===== src/sv/sdt_pkg.sv =====
// Package for the SDT service descriptor parser: constants, phase codes,
// configuration register indexes and the result record.
// No dependencies; imported by every module of the block.
`default_nettype none

package sdt_pkg;

    // section size limits
    localparam int MAX_SECTION_BYTES = 1024;
    localparam int POS_W             = $clog2(MAX_SECTION_BYTES) + 1;
    localparam int SEC_LEN_W         = 12;
    localparam int LOOP_LEN_W        = 12;
    localparam int SECTION_HDR_BYTES = 3;
    localparam int CRC_BYTES         = 4;
    localparam logic [SEC_LEN_W-1:0] MIN_SECTION_LEN = SEC_LEN_W'(17);
    localparam logic [SEC_LEN_W-1:0] MAX_SECTION_LEN =
        SEC_LEN_W'(MAX_SECTION_BYTES - SECTION_HDR_BYTES);
    // distance from section_length to the first crc byte position
    localparam logic [SEC_LEN_W-1:0] CRC_BACKOFF =
        SEC_LEN_W'(CRC_BYTES - SECTION_HDR_BYTES);

    // fixed header byte positions
    localparam logic [POS_W-1:0] POS_LEN_HI    = POS_W'(1);
    localparam logic [POS_W-1:0] POS_LEN_LO    = POS_W'(2);
    localparam logic [POS_W-1:0] POS_TSID_HI   = POS_W'(3);
    localparam logic [POS_W-1:0] POS_TSID_LO   = POS_W'(4);
    localparam logic [POS_W-1:0] POS_HDR_LAST  = POS_W'(10);

    // service header byte offsets
    localparam logic [7:0] SVC_ID_HI   = 8'd0;
    localparam logic [7:0] SVC_ID_LO   = 8'd1;
    localparam logic [7:0] SVC_LOOP_HI = 8'd3;
    localparam logic [7:0] SVC_LOOP_LO = 8'd4;

    // descriptor codes
    localparam logic [7:0] TAG_SERVICE  = 8'h48;
    localparam logic [7:0] SVC_TYPE_DTV = 8'h01;
    localparam logic [3:0] NIBBLE_MASK  = 4'hF;

    // configuration port
    localparam int CFG_INDEX_W = 8;
    localparam int CFG_DATA_W  = 32;
    localparam logic [CFG_INDEX_W-1:0] CFG_DELIVERY_SYSTEM = CFG_INDEX_W'(0);
    localparam logic [CFG_INDEX_W-1:0] CFG_TUNED_FREQUENCY = CFG_INDEX_W'(1);
    localparam int FREQ_W = 30;

    // parse phases, one-hot
    typedef enum logic [6:0] {
        PH_WAIT   = 7'b0000001,
        PH_HEADER = 7'b0000010,
        PH_SVC    = 7'b0000100,
        PH_DTAG   = 7'b0001000,
        PH_DLEN   = 7'b0010000,
        PH_DBODY  = 7'b0100000,
        PH_DONE   = 7'b1000000
    } phase_t;

    // one result, service_number in the lowest bits
    typedef struct packed {
        logic              terrestrial;
        logic [FREQ_W-1:0] frequency;
        logic              stream_number_valid;
        logic [15:0]       stream_number;
        logic [15:0]       service_number;
    } sdt_result_t;

    localparam int RESULT_W = $bits(sdt_result_t);

    // configuration as seen by the parser
    typedef struct packed {
        logic              delivery_system;
        logic [FREQ_W-1:0] tuned_frequency;
    } sdt_cfg_t;

endpackage

`default_nettype wire


===== src/sv/sdt_service_descriptor_parser_unit.sv =====
// Top level of the SDT service descriptor parser: configuration registers,
// parser and result buffer. Depends on sdt_pkg, sdt_parse, sdt_out_buffer.
//
// Usage:
//   s_ channel takes one SDT section byte per request (s_tdata), with
//   s_tuser high on the table id byte that opens a new section.
//   m_ channel gives one request per digital TV service descriptor found:
//   service id, transport stream id (non-terrestrial only), its valid flag, the
//   tuned frequency and the terrestrial flag, packed into 64 bits.
//   cfg_ channel writes delivery_system (index 0) and tuned_frequency
//   (index 1); other indexes are dropped. cfg_ready is always high; write
//   only while no byte is in flight.
//   Path: a byte is registered at the input and parsed from that register
//   once the result buffer has room; its result is registered in the buffer
//   and shown on m_ from there. Throughput: one byte per cycle while the buffer has room.
//   The input register and a two-entry result buffer hold the rate while
//   results wait; when m_tready stays low, both buffer entries fill and the
//   input register takes one more byte, then s_tready drops and no byte is lost.
//   Reset (aresetn low, synchronous) clears both registers to 0, empties the
//   buffer and puts the parser in the state waiting for a section start.
`default_nettype none

module sdt_service_descriptor_parser_unit
    import sdt_pkg::*;
(
    input  wire logic                   aclk,
    input  wire logic                   aresetn,
    // section bytes
    input  wire logic                   s_tvalid,
    output logic                        s_tready,
    input  wire logic [7:0]             s_tdata,   // [7:0] section_byte
    input  wire logic                   s_tuser,   // [0] section_start
    // results
    output logic                        m_tvalid,
    input  wire logic                   m_tready,
    // [15:0] service_number, [31:16] stream_number, [32] stream_number_valid,
    // [62:33] frequency, [63] terrestrial
    output logic [RESULT_W-1:0]         m_tdata,
    // configuration writes
    input  wire logic                   cfg_valid,
    output logic                        cfg_ready,
    input  wire logic [CFG_INDEX_W-1:0] cfg_index,
    input  wire logic [CFG_DATA_W-1:0]  cfg_data
);

    sdt_cfg_t    cfg_reg;
    sdt_result_t res;
    sdt_result_t out_data;
    logic        res_valid;
    logic        room;

    assign cfg_ready = 1'b1;

    // configuration registers
    always_ff @(posedge aclk) begin
        if (!aresetn) begin
            cfg_reg <= '0;
        end else if (cfg_valid && cfg_ready) begin
            if (cfg_index == CFG_DELIVERY_SYSTEM) begin
                cfg_reg.delivery_system <= cfg_data[0];
            end else if (cfg_index == CFG_TUNED_FREQUENCY) begin
                cfg_reg.tuned_frequency <= cfg_data[FREQ_W-1:0];
            end
        end
    end

    sdt_parse u_parse (
        .aclk      (aclk),
        .aresetn   (aresetn),
        .s_tvalid  (s_tvalid),
        .s_tready  (s_tready),
        .s_tdata   (s_tdata),
        .s_tuser   (s_tuser),
        .cfg       (cfg_reg),
        .room      (room),
        .res_valid (res_valid),
        .res       (res)
    );

    sdt_out_buffer u_out_buffer (
        .aclk     (aclk),
        .aresetn  (aresetn),
        .wr_valid (res_valid),
        .wr_data  (res),
        .room     (room),
        .m_tvalid (m_tvalid),
        .m_tready (m_tready),
        .m_data   (out_data)
    );

    assign m_tdata = out_data;

endmodule

`default_nettype wire


===== src/sv/sdt_parse.sv =====
// Input register and single-pass section parser of the SDT block.
// Depends on sdt_pkg; emits at most one result per advanced byte.
`default_nettype none

module sdt_parse
    import sdt_pkg::*;
(
    input  wire logic        aclk,
    input  wire logic        aresetn,
    input  wire logic        s_tvalid,
    output logic             s_tready,
    input  wire logic [7:0]  s_tdata,    // section_byte
    input  wire logic        s_tuser,    // section_start
    input  wire sdt_cfg_t    cfg,
    input  wire logic        room,
    output logic             res_valid,
    output sdt_result_t      res
);

    // input register
    logic       in_valid_reg, in_valid_next;
    logic [7:0] in_byte_reg;
    logic       in_start_reg;
    logic       advance;

    // parser state
    phase_t                phase_reg, phase_next;
    logic [POS_W-1:0]      pos_reg, pos_next;
    logic [SEC_LEN_W-1:0]  sec_len_reg, sec_len_next;
    logic [15:0]           tsid_reg, tsid_next;
    logic [15:0]           svc_id_reg, svc_id_next;
    logic [LOOP_LEN_W-1:0] loop_left_reg, loop_left_next;
    logic [7:0]            fo_reg, fo_next;
    logic [7:0]            dlen_reg, dlen_next;
    logic                  tag_reg, tag_next;

    // values after a possible restart
    phase_t                cur_phase;
    logic [POS_W-1:0]      cur_pos;
    logic [SEC_LEN_W-1:0]  cur_sec_len;
    logic [15:0]           cur_tsid;
    logic [15:0]           cur_svc_id;
    logic [LOOP_LEN_W-1:0] cur_loop;
    logic [7:0]            cur_fo;
    logic [7:0]            cur_dlen;
    logic                  cur_tag;
    logic [LOOP_LEN_W-1:0] loop_dec;
    logic [LOOP_LEN_W-1:0] loop_svc;
    logic [SEC_LEN_W-1:0]  len_new;
    logic [7:0]            fo_inc;
    logic                  match;
    logic [7:0]            b;

    assign advance  = in_valid_reg && room;
    assign s_tready = !in_valid_reg || room;
    assign b        = in_byte_reg;

    // input register handshake
    always_comb begin
        in_valid_next = in_valid_reg;
        if (s_tvalid && s_tready) begin
            in_valid_next = 1'b1;
        end else if (advance) begin
            in_valid_next = 1'b0;
        end
    end

    always_ff @(posedge aclk) begin
        if (!aresetn) begin
            in_valid_reg <= 1'b0;
        end else begin
            in_valid_reg <= in_valid_next;
        end
        if (s_tvalid && s_tready) begin
            in_byte_reg  <= s_tdata;
            in_start_reg <= s_tuser;
        end
    end

    // restart on section start
    always_comb begin
        if (in_start_reg) begin
            cur_phase   = PH_HEADER;
            cur_pos     = '0;
            cur_sec_len = '0;
            cur_tsid    = '0;
            cur_svc_id  = '0;
            cur_loop    = '0;
            cur_fo      = '0;
            cur_dlen    = '0;
            cur_tag     = 1'b0;
        end else begin
            cur_phase   = phase_reg;
            cur_pos     = pos_reg;
            cur_sec_len = sec_len_reg;
            cur_tsid    = tsid_reg;
            cur_svc_id  = svc_id_reg;
            cur_loop    = loop_left_reg;
            cur_fo      = fo_reg;
            cur_dlen    = dlen_reg;
            cur_tag     = tag_reg;
        end
    end

    // helpers
    assign loop_dec = (cur_loop != '0) ? cur_loop - LOOP_LEN_W'(1) : cur_loop;
    assign len_new  = {cur_sec_len[SEC_LEN_W-1:8], b};
    assign fo_inc   = cur_fo + 8'd1;

    // one byte of parsing
    always_comb begin
        phase_next     = cur_phase;
        pos_next       = cur_pos;
        sec_len_next   = cur_sec_len;
        tsid_next      = cur_tsid;
        svc_id_next    = cur_svc_id;
        loop_left_next = cur_loop;
        fo_next        = cur_fo;
        dlen_next      = cur_dlen;
        tag_next       = cur_tag;
        loop_svc       = cur_loop;
        match          = 1'b0;

        if (cur_phase != PH_WAIT && cur_phase != PH_DONE) begin
            pos_next = cur_pos + POS_W'(1);
            if (cur_phase == PH_HEADER) begin
                priority if (cur_pos == POS_LEN_HI) begin
                    sec_len_next = {b[3:0] & NIBBLE_MASK, 8'h00};
                end else if (cur_pos == POS_LEN_LO) begin
                    sec_len_next = len_new;
                    if (len_new < MIN_SECTION_LEN || len_new > MAX_SECTION_LEN) begin
                        phase_next = PH_WAIT;
                    end
                end else if (cur_pos == POS_TSID_HI) begin
                    tsid_next = {b, 8'h00};
                end else if (cur_pos == POS_TSID_LO) begin
                    tsid_next = {cur_tsid[15:8], b};
                end else if (cur_pos == POS_HDR_LAST) begin
                    phase_next = PH_SVC;
                    fo_next    = '0;
                end
            end else if (SEC_LEN_W'(cur_pos) >= cur_sec_len - CRC_BACKOFF) begin
                // crc and anything after it
                phase_next = PH_DONE;
            end else begin
                unique case (cur_phase)
                    PH_SVC: begin
                        priority if (cur_fo == SVC_ID_HI) begin
                            svc_id_next = {b, 8'h00};
                        end else if (cur_fo == SVC_ID_LO) begin
                            svc_id_next = {cur_svc_id[15:8], b};
                        end else if (cur_fo == SVC_LOOP_HI) begin
                            loop_svc = {b[3:0] & NIBBLE_MASK, 8'h00};
                        end else if (cur_fo == SVC_LOOP_LO) begin
                            loop_svc = {cur_loop[LOOP_LEN_W-1:8], b};
                        end else begin
                            loop_svc = cur_loop;
                        end
                        loop_left_next = loop_svc;
                        if (cur_fo >= SVC_LOOP_LO) begin
                            fo_next = '0;
                            if (loop_svc != '0) begin
                                phase_next = PH_DTAG;
                            end
                        end else begin
                            fo_next = fo_inc;
                        end
                    end
                    PH_DTAG: begin
                        tag_next       = (b == TAG_SERVICE);
                        loop_left_next = loop_dec;
                        if (loop_dec == '0) begin
                            phase_next = PH_SVC;
                            fo_next    = '0;
                        end else begin
                            phase_next = PH_DLEN;
                        end
                    end
                    PH_DLEN: begin
                        dlen_next      = b;
                        loop_left_next = loop_dec;
                        fo_next        = '0;
                        priority if (loop_dec == '0) begin
                            phase_next = PH_SVC;
                        end else if (b == 8'h00) begin
                            phase_next = PH_DTAG;
                        end else begin
                            phase_next = PH_DBODY;
                        end
                    end
                    PH_DBODY: begin
                        match          = (cur_fo == 8'h00) && cur_tag && (b == SVC_TYPE_DTV);
                        fo_next        = fo_inc;
                        loop_left_next = loop_dec;
                        priority if (loop_dec == '0) begin
                            phase_next = PH_SVC;
                            fo_next    = '0;
                        end else if (fo_inc >= cur_dlen) begin
                            phase_next = PH_DTAG;
                            fo_next    = '0;
                        end
                    end
                    default: begin
                        phase_next = cur_phase;
                    end
                endcase
            end
        end
    end

    // parser state registers
    always_ff @(posedge aclk) begin
        if (!aresetn) begin
            phase_reg     <= PH_WAIT;
            pos_reg       <= '0;
            sec_len_reg   <= '0;
            tsid_reg      <= '0;
            svc_id_reg    <= '0;
            loop_left_reg <= '0;
            fo_reg        <= '0;
            dlen_reg      <= '0;
            tag_reg       <= 1'b0;
        end else if (advance) begin
            phase_reg     <= phase_next;
            pos_reg       <= pos_next;
            sec_len_reg   <= sec_len_next;
            tsid_reg      <= tsid_next;
            svc_id_reg    <= svc_id_next;
            loop_left_reg <= loop_left_next;
            fo_reg        <= fo_next;
            dlen_reg      <= dlen_next;
            tag_reg       <= tag_next;
        end
    end

    // result record
    assign res_valid = advance && match;
    always_comb begin
        res.service_number      = cur_svc_id;
        res.stream_number       = cfg.delivery_system ? 16'h0000 : cur_tsid;
        res.stream_number_valid = !cfg.delivery_system;
        res.frequency           = cfg.tuned_frequency;
        res.terrestrial         = cfg.delivery_system;
    end

endmodule

`default_nettype wire


===== src/sv/sdt_out_buffer.sv =====
// Two-entry result buffer between the parser and the m_ channel.
// Depends on sdt_pkg; room is taken from registered state only.
`default_nettype none

module sdt_out_buffer
    import sdt_pkg::*;
(
    input  wire logic         aclk,
    input  wire logic         aresetn,
    input  wire logic         wr_valid,
    input  wire sdt_result_t  wr_data,
    output logic              room,
    output logic              m_tvalid,
    input  wire logic         m_tready,
    output sdt_result_t       m_data
);

    sdt_result_t entry_reg [2];
    logic        wr_ptr_reg, wr_ptr_next;
    logic        rd_ptr_reg, rd_ptr_next;
    logic [1:0]  count_reg, count_next;
    logic        pop;

    assign room     = (count_reg != 2'd2);
    assign m_tvalid = (count_reg != 2'd0);
    assign m_data   = entry_reg[rd_ptr_reg];
    assign pop      = m_tvalid && m_tready;

    // pointer and fill count update
    always_comb begin
        wr_ptr_next = wr_valid ? !wr_ptr_reg : wr_ptr_reg;
        rd_ptr_next = pop ? !rd_ptr_reg : rd_ptr_reg;
        count_next  = count_reg + {1'b0, wr_valid} - {1'b0, pop};
    end

    always_ff @(posedge aclk) begin
        if (!aresetn) begin
            wr_ptr_reg <= 1'b0;
            rd_ptr_reg <= 1'b0;
            count_reg  <= 2'd0;
        end else begin
            wr_ptr_reg <= wr_ptr_next;
            rd_ptr_reg <= rd_ptr_next;
            count_reg  <= count_next;
        end
    end

    // result storage
    always_ff @(posedge aclk) begin
        if (wr_valid) begin
            entry_reg[wr_ptr_reg] <= wr_data;
        end
    end

endmodule

`default_nettype wire


===== config.mk =====
export PLATFORM = sky130hd
export DESIGN_NAME = sdt_service_descriptor_parser_unit
export DESIGN_NICKNAME = d
export VERILOG_FILES = /design/src/sv/sdt_pkg.sv /design/src/sv/sdt_service_descriptor_parser_unit.sv /design/src/sv/sdt_parse.sv /design/src/sv/sdt_out_buffer.sv
export SDC_FILE = /design/constraint.sdc
export NUM_CORES = 1
export LEC_CHECK = 0
export BUFFER_PORTS_ARGS = -buffer_cell sky130_fd_sc_hd__buf_4
export CAP_MARGIN = 20
export CELL_PAD_IN_SITES_DETAIL_PLACEMENT = 1
export CELL_PAD_IN_SITES_GLOBAL_PLACEMENT = 1
export CORE_ASPECT_RATIO = 0.7
export CORE_MARGIN = 5
export CORE_UTILIZATION = 47
export DETAILED_ROUTE_END_ITERATION = 16
export MAX_ROUTING_LAYER = met4
export PLACE_DENSITY_LB_ADDON = 0.1
export SLEW_MARGIN = 10
export SYNTH_ARGS = -nofsm -noshare
export SYNTH_HDL_FRONTEND = slang
export SYNTH_SLANG_ARGS = --single-unit

===== constraint.sdc =====
create_clock -name aclk -period 9 [get_ports aclk]
set_clock_uncertainty 0.2 [all_clocks]
set_input_delay 1.8 -clock aclk [delete_from_list [all_inputs] [get_ports aclk]]
set_output_delay 1.8 -clock aclk [all_outputs]
set_load 0.1 [all_outputs]

==> flow_summary.toml <==
[status]
status = "finished clean"

[critical_path]
crit_path_max_incr_delay_ns = 0.69
cp.required_ns = 8.98
reg2reg_to = "u_out_buffer.entry_reg[1][1]"
start_kind = "flop"
startpoint = "u_parse.sec_len_reg[5]"
cp_max_fo = 37
crit_type = "flop to flop"
worstPathCellList = "nor4_1 -> nand2_1 -> nor2_1 -> xor2_1 -> nor2_1 -> ha_1 -> a211oi_1 -> nor2b_1 -> o211ai_1 -> a31oi_1 -> buf_4 -> nand2_1 -> nor2_4 -> buf_4"
cp.arrival_ns = 5.20
rrSetupSlack_ns = 3.77
rr_worst_depth = 14
slowest_stage = "nor2_4"
r2r-start = "u_parse.sec_len_reg[5]"
cp-end-kind = "flop"

[synth]
synth_area_leaders = "edfxtp_1, dfxtp_1, mux2_2, nand2_1, ha_1"
synth-seq-area-share_pct = 54.0
synth_area_sq_mm = 0.0124
yosys.area.top_type = "edfxtp_1"
ys.warnings.count = 0
async_flop_share_pct = 0
synthTopCellsByCount = "nand2_1, edfxtp_1, dfxtp_1, nor2_1, a21oi_1"
synth-edff-count = 137
synth_nets = 1267
syn_area_per_cell_sq_um = 10.4
ys_ff_latch = 265
ys.flop_type = "edfxtp_1"
yosys.cell_count.top_type = "nand2_1"
syn_inst = 1184
synth_top_cell_area_share_pct = 33.3
synthDistinctLibCells = 80

[clocking]
hold_buffers = 0
clockRootBuffer = "clkbuf_16"
post_cts_resized = 0
cts_tree = "yes"
cts_setup_buffers = 0
clk_path_buf_depth = 3
clk_pin_slew_worst_paths_ns = 0.06
h-tree-depth = 1
clock_latency_ns = 0.55
clock_sinks = 265
numCtsBuffers = 27

[pwr]
powerDensity_mw_per_mm2 = 205
leakage_nw = 5.51
power_mw = 2.98
peakVddDrop_uv = 239

[finish]
diodes = 0
post_route_cells_drive_above_1_share_pct = 20.0
design_area_sq_mm = 0.0145
area_growth_pct = 17.3
largest_reg_flops = 128
finalNonFillerCells = 1651
finalCoreUtilization_pct = 56.2
nets = 1356

[drt]
drt-total-wl_um = 35900
vias = 9699
ant_nets = 0
wire_per_inst_um = 21.8
drc = 0
avgViaCountPerCell = 5.87
drt-initial-drc-count = 666
drtPass1Iterations = 5

[timing]
rsz0062_at_grt = "false"
fin_hold_ws_ns = 0.248
tns_ns = 0
period_needed_ns = 5.23
tightest_slew_ns = 1.03
drv_slew = 0
max_freq_ghz = 0.191
fin_crit_sh_pct = 58.1
setup_violations = 0
setup_ws_ns = 3.77
final-hold-violation-count = 0
worst_slew_margin_rel_pct = 31.1

[placement]
dp_cells = 1600
dp_hpwl_um = 23500
placed_cell_area_sq_mm = 0.0136
portBuffers = 117
dp_slack_ns = 3.71
place.gp.congestion = 0.840

[global_routing]
grt_usage_pct = 24.3
grt_overflow = 0
grt_max_degree = 80
grt_pass1_wl_um = 56300
antenna_found_initial = 0
first_global_vias = 9938

[floorplanning]
core_area_sq_mm = 0.0258
rows = 49
die_h_um = 146
io_pins = 121
start_util_pct = 47.9
die_area_sq_mm = 0.0297
die_w_um = 204

[flow_run]
max_cap_violations = 0

[hold_path]
min_from = "cfg_reg[6]"
hold_end = "u_out_buffer.entry_reg[0][39]"
hold_class = "flop to flop"
whs_path_depth = 0
[power by group]
group / total, mW / internal [mW] / switching (mW)
logic: 0.469 / 0.142 / 0.327
clock network: 1.20 / 0.722 / 0.482
registers: 1.30 / 1.27 / 0.0296
total: 2.98 / 2.14 / 0.839
[per-layer routing]
layer | global-route usage [%] | vias to the layer above | share of wire (%)
met1 | 34.6 | 4897 | 47
met3 | 4.81 | 47 | 5.5
li1 | - | 4508 | -
met4 | 5.22 | 0 | 1.7
met5 | - | - | 0
met2 | 36.3 | 247 | 45
[how the worst max path moves through the flow]
stage,slack [ns],end
2_1_floorplan,1.60,u_out_buffer.entry_reg[0][0]
5_1_grt,3.35,u_out_buffer.entry_reg[1][4]
3_5_place_dp,3.71,u_out_buffer.entry_reg[1][36]
3_3_place_gp,3.82,u_out_buffer.entry_reg[1][37]
6_report,3.77,u_out_buffer.entry_reg[1][1]
4_1_cts,3.67,u_out_buffer.entry_reg[1][1]
[worst max-delay path, delay by kind of cell (launching register included)]
family / cells / cell delay, ns
AO/OA/AOI/OAI: 3 / 0.90
XOR/XNOR: 1 / 0.17
flip-flops: 1 / 0.35
adder cells (fa/ha/maj): 1 / 0.30
buffers and inverters: 2 / 0.79
AND/OR/NAND/NOR: 7 / 2.10
[layout by cell type, fill, tap and decap left out, types with 5 or more instances in the layout]
cell type | synthesis | layout
and2_1 | 34 | 34
inv_1 | 24 | 24
nand4_1 | 11 | 11
a21oi_1 | 72 | 72
buf_4 | 1 | 132
clkbuf_1 | 63 | 6
o211ai_1 | 5 | 5
nand2_1 | 154 | 154
dfxtp_1 | 128 | 127
xor2_1 | 18 | 18
mux2_2 | 65 | 65
a32o_1 | 13 | 13
o21ai_0 | 22 | 22
clkbuf_16 | 0 | 27
ha_1 | 29 | 29
nor4_1 | 13 | 13
o22ai_1 | 20 | 20
and3_1 | 14 | 14
edfxtp_1 | 137 | 137
a31oi_1 | 14 | 14
nor3_1 | 21 | 21
nand3_1 | 17 | 17
or4_1 | 6 | 6
nor2b_1 | 40 | 40
xnor2_1 | 12 | 12
o31ai_1 | 6 | 6
o2bb2ai_1 | 6 | 6
bufinv_16 | 0 | 5
a22oi_1 | 28 | 28
nor3b_1 | 5 | 5
nand2b_1 | 10 | 10
nor2_1 | 96 | 94
[area by class of cell]
type	instances	area, sq um
multi-input cells	820	5320
clock inverters	14	203
clock buffers	36	739
repair buffers	134	1020
flip-flops and latches	265	6680
well taps	357	447
inverters	25	93.8
fillers	2781	11300
[cell families after synthesis]
family	share of synthesized area (%)
AOI/OAI and AO/OA	13.7
xor gates and xnor gates	2.13
adders and majority gates	2.93
buffers and inverters	3.12
DFF	54.0
muxes	6.24
other	0.0303
and+or+nand+nor	17.8
(Power assumes the default switching activity.)
